File: config.mk
export PLATFORM = sky130hd
export DESIGN_NAME = tcer_centroid
export DESIGN_NICKNAME = d
export VERILOG_FILES = /design/src/design/tcer_pkg.sv /design/src/design/tcer_centroid.sv
export SDC_FILE = /design/constraint.sdc
export NUM_CORES = 2
export LEC_CHECK = 0
export ABC_AREA = 1
export BUFFER_PORTS_ARGS = -buffer_cell sky130_fd_sc_hd__buf_4
export CORE_MARGIN = 3
export CORE_UTILIZATION = 35
export DETAILED_ROUTE_END_ITERATION = 10
export PLACE_DENSITY_LB_ADDON = 0.12
export REMOVE_ABC_BUFFERS = 1
export SYNTH_ARGS = -nofsm -noshare
export SYNTH_HDL_FRONTEND = slang
export SYNTH_SLANG_ARGS = --single-unit
File: constraint.sdc
create_clock -name clk -period 15.51 [get_ports clk]
set_input_delay 0.7755 -clock clk [delete_from_list [all_inputs] [get_ports clk]]
set_output_delay 0.7755 -clock clk [all_outputs]
set_load 0.005 [all_outputs]
File: src/design/tcer_pkg.sv
`timescale 1ns / 1ps
package tcer_pkg;

  // Sine and cosine format: signed Q1.15
  localparam int SIN_W      = 16;
  localparam int FRAC       = 15;
  localparam int ROUND_HALF = 1 << (FRAC - 1);
  localparam int SIN_MAX    = 32767;

  // Guard bits on vertex offsets: difference plus growth through three rotations
  localparam int DEXT = 3;

  // Pipeline layout
  localparam int SINE_STAGES = 7;
  localparam int CEN_STAGES  = 5;
  localparam int NSTAGE      = 14;

  // Taylor coefficients of sin(pi/2 * t), unsigned Q1.30
  localparam logic [30:0] K_C1 = 31'd1686629713;
  localparam logic [30:0] K_C3 = 31'd693598668;
  localparam logic [30:0] K_C5 = 31'd85569306;
  localparam logic [30:0] K_C7 = 31'd5026995;
  localparam logic [30:0] K_C9 = 31'd172272;

  localparam logic [30:0] HORNER_K [4] = '{K_C7, K_C5, K_C3, K_C1};

  typedef struct packed {
    logic signed [SIN_W-1:0] sin_v;
    logic signed [SIN_W-1:0] cos_v;
  } sc_t;

  // Q1.30 product, truncated
  function automatic logic [30:0] mul_q30(input logic [30:0] a, input logic [30:0] b);
    logic [61:0] p;
    p = 62'(a) * 62'(b);
    return p[60:30];
  endfunction

endpackage

File: src/design/tcer_centroid.sv
`timescale 1ns / 1ps
module tcer_centroid
  import tcer_pkg::*;
#(
  parameter int COORD_WIDTH = 32
) (
  input  logic                                  clk,
  input  logic [CEN_STAGES-1:0]                 adv,
  input  logic [8:0][COORD_WIDTH-1:0]           v,
  output logic [2:0][COORD_WIDTH:0]             cen,
  output logic [8:0][COORD_WIDTH+DEXT-1:0]      d
);

  localparam int CW = COORD_WIDTH;
  localparam int DW = COORD_WIDTH + DEXT;
  localparam int N  = COORD_WIDTH + 1;
  localparam int H  = (N + 1) / 2;
  // ceil(2^(N+1) / 3): exact quotient by 3 for any N-bit magnitude
  localparam longint RECIP_L = ((longint'(1) << (N + 1)) + 2) / 3;
  localparam logic [N-1:0] RECIP = N'(RECIP_L);

  logic [8:0][CW-1:0]    vr0, vr1, vr2, vr3;
  logic [2:0]            neg1, neg2;
  logic [2:0][N-1:0]     mag1;
  logic [2:0][H+N-1:0]   pl2;
  logic [2:0][2*N-H-1:0] ph2;
  logic [2:0][CW:0]      cen3;
  logic signed [CW+1:0]  sum   [3];
  logic [2:0][N-1:0]     mag_c;
  logic [2:0][CW:0]      cen_c;
  logic [2*N-1:0]        full  [3];

  always_comb begin
    for (int k = 0; k < 3; k++) begin
      sum[k] = (CW+2)'($signed(vr0[k])) + (CW+2)'($signed(vr0[k+3]))
             + (CW+2)'($signed(vr0[k+6]));
      mag_c[k] = sum[k][CW+1] ? N'(-sum[k]) : N'(sum[k]);
      full[k]  = ((2*N)'(ph2[k]) << H) + (2*N)'(pl2[k]);
      cen_c[k] = neg2[k] ? -{1'b0, full[k][2*N-1:N+1]} : {1'b0, full[k][2*N-1:N+1]};
    end
  end

  always_ff @(posedge clk) begin
    if (adv[0]) begin
      vr0 <= v;
    end
    if (adv[1]) begin
      vr1 <= vr0;
      for (int k = 0; k < 3; k++) begin
        neg1[k] <= sum[k][CW+1];
        mag1[k] <= mag_c[k];
      end
    end
    if (adv[2]) begin
      vr2  <= vr1;
      neg2 <= neg1;
      for (int k = 0; k < 3; k++) begin
        pl2[k] <= (H+N)'(mag1[k][H-1:0]) * (H+N)'(RECIP);
        ph2[k] <= (2*N-H)'(mag1[k][N-1:H]) * (2*N-H)'(RECIP);
      end
    end
    if (adv[3]) begin
      vr3  <= vr2;
      cen3 <= cen_c;
    end
    if (adv[4]) begin
      cen <= cen3;
      for (int i = 0; i < 9; i++) begin
        d[i] <= DW'($signed(vr3[i])) - DW'($signed(cen3[i%3]));
      end
    end
  end

endmodule

==> summary.md <==
| Metric | Value |
|---|---|
| Die X | 620.0 um |
| Count leader, synth | nand2_1 |
| DRT Wirelength | 422200 um |
| Clk_lat worst skew | 910 ps |
| CP endpoint kind | register |
| Hold path depth | 1 |
| Main area contributors after synthesis | edfxtp_1 (46%), ha_1 (12%), fa_1 (9.5%) |
| Detailed Route Iter0 Violations | 6858 |
| Post-synth cell types | 65 |
| Row cnt | 224 |
| Worst-case reg-to-reg path depth | 19 |
| Register area share after synthesis | 45.54% |
| Biggest area consumer among synthesized cells | edfxtp_1 |
| DRC errors left | 0 |
| Status | finished, final reports clean |
| Wire per inst | 21.55 um |
| Xor and xnor area share after synthesis | 4.327% |
| Skew final | 52.90 ps |
| Max_slew headroom | 26.71% |
| Register area | 60090 um2 |
| Crit path arrival time | 7020 ps |
| Pre-antenna DRT Iters | 6 |
| Mapped cell area | 131900 um2 |
| FMAX | 0.1570 GHz |
| Synth warnings | 0 |
| Maximum clock path buffer count | 4 |
| Crit-path max FO | 9 |
| CP startpoint kind | register |
| Initial antenna violation count | 37 |
| Final hold violation count | 0 |
| Die area | 384400 um2 |
| Synth Flop Type | edfxtp_1 |
| Synth Register Bits | 2001 |
| Clock slew at reported path FFs | 60 ps |
| Initial core utilization | 35.29% |
| Post-synthesis adder-cell area fraction | 21.25% |
| Final worst-path cycle share | 41.07% |
| Detail Placement HPWL | 355400 um |
| Largest net degree at the start of global routing | 138 |
| Grt total ovfl | 0 |
| Post-Synthesis Cells | 13389 |
| Setup_tns | 0 ps |
| Main combinational cell family by area after synthesis | adder cells |
| GRT Overall Usage | 21.62% |
| Area grow syn2layout | 15.20% |
| Nets | 16587 |
| Post-synthesis compound-gate area fraction | 6.485% |
| Multi-input gate area | 62610 um2 |
| PostCTS Resize Cnt | 0 |
| R2R Setup Slk | 9140 ps |
| Share of cells above drive strength 1 | 8.449% |
| Die height | 620.0 um |
| Clock H-tree levels | 4 |
| CTS root buffer | clkbuf_16 |
| Via count | 94063 |
| Syn_area_per_cell | 9.854 um2 |
| Max Cap Viol | 0 |
| Max Slew Vio Count | 0 |
| TritonCTS clock tree | done |
| WS Path Type | register to register |
| Via density | 4.801 |
| RSZ-0062 raised after global routing | no |
| Setup Viol. Count Final | 0 |
| Clock sink count | 2001 |
| Worst-Margin Slew | 1099 ps |
| Synth cell count leaders | nand2_1 (2986), inv_1 (2381), edfxtp_1 (2001) |
| Post-synth EDFFs | 2001 |
| Post-Synth Simple-Gate Area | 15.39% |
| Worst Hold Class | primary input to register |
| GP Congestion | 0.9257 |
| Wire length of the first global-routing pass | 616600 um |
| CTS buffer count | 224 |
| Core Footprint | 373900 um2 |
| Share of the synthesized area in the top cell type | 45.54% |
| Buffers on Ports | 707 |
| Filler Cells Inserted | 37227 |
| Post-route ant nets | 0 |
| Vias in the first global route | 94239 |
| Post-synthesis async set-or-reset flop share | 0% |
| Mux share of post-synthesis cell area | 0% |
| Final Critical Period | 6369 ps |
| Io pins | 708 |
| Data required time of the worst path | 16160 ps |
[cells in the final DEF (no fill, tap or decap), types with 16 or more instances in the layout]
master         instances
nand4_1              169
o21ai_0              337
o31ai_1               19
a31oi_1              129
a21oi_1              699
a211oi_1              22
and2_1                17
dlygate4sd3_1        114
buf_4                740
nor2_1              1050
clkbuf_1              29
clkinv_2              40
ha_1                1238
o21ai_1               23
nand2_1             2986
nor2_2                35
clkbuf_16            225
inv_1               2381
clkinvlp_4            16
nand3b_1              51
edfxtp_1            2001
o21a_1                48
nor4_1                18
xnor2_1              186
bufinv_16             22
clkinv_1              48
nand2_2               43
a21boi_0              41
nor3_1                89
a21o_1                60
fa_1                 627
o21bai_1              32
xor2_1               459
nand3_1              434
[area by class of cell]
class | count | share of cell area, %
Multi-Input combinational cell | 8944 | 41.19
Sequential cell | 2001 | 39.53
Inverter | 2396 | 5.917
Clock buffer | 254 | 3.776
Tap cell | 4972 | 4.093
Timing Repair Buffer | 861 | 4.482
Antenna cell | 15 | 0.02470
Clock inverter | 150 | 0.9804
[flip-flops by register name, summed over array words and instances, names as in the netlist, 96 cells and up]
| register | flops |
|---|---|
| pl2 | 96 |
| mag1 | 99 |
| cen | 99 |
| d | 306 |
| vr3 | 288 |
| vr0 | 288 |
| vr2 | 288 |
| ph2 | 144 |
| cen3 | 99 |
| vr1 | 288 |
[path summary, 6_finish.rpt]
path,startpoint,end
hold reg to reg,vr2[272],vr3[272]
setup / recovery,mag1[37],pl2[98]
setup reg to reg,mag1[37],pl2[98]
hold / removal,v[147],vr0[147]
[logic make-up after synthesis]
kind of cell / Yosys count
XOR/XNOR: 648
buffers and inverters: 2444
adder cells (fa/ha/maj): 1865
AND/OR/NAND/NOR: 4932
AO/OA/AOI/OAI: 1499
flip-flops: 2001
[worst max-delay path: stages, from the launching register on]
cell and delay (ps):
edfxtp_1 440, ha_1 380, fa_1 600, fa_1 630
inv_1 130, fa_1 600, fa_1 480, fa_1 560
inv_1 50, ha_1 500, a21oi_1 210, o21ai_0 250
inv_1 70, o21ai_0 370, a21oi_1 220, o21a_1 250
o211ai_1 190, nor2_1 70, nand2_1 60, nand2_1 50
[metrics by stage]
step	util (%)	cells	worst slack [ps]	hold WS [ps]	instance area, um2
floorplan	-	13341	9769	400.3	131700
global placement	38.40	19060	9163	400.3	143600
detailed placement	38.40	19060	9155	404.5	143600
CTS	40.64	19578	9127	0.05657	152000
global route	40.65	19582	8611	14.92	152000
finish	40.65	19593	9141	72.85	152000
[timing repair]
action / in CTS / in global routing
buffers inserted: 0 / 0
hold buffers: 114 / 0
hold endpoints to repair: 114 / 0
[routing by layer]
metal / global-route usage (%) / up-vias / share of wire [%]
li1: - / 46472 / -
met5: 0 / - / 0.0031
met2: 35.16 / 1977 / 46
met4: 5.556 / 2 / 2.8
met3: 2.309 / 464 / 4.4
met1: 30.69 / 45148 / 47
Power is left out: the tool's default activity adds up to more than one toggle a clock period on the data nets, which glitch-free logic cannot reach.
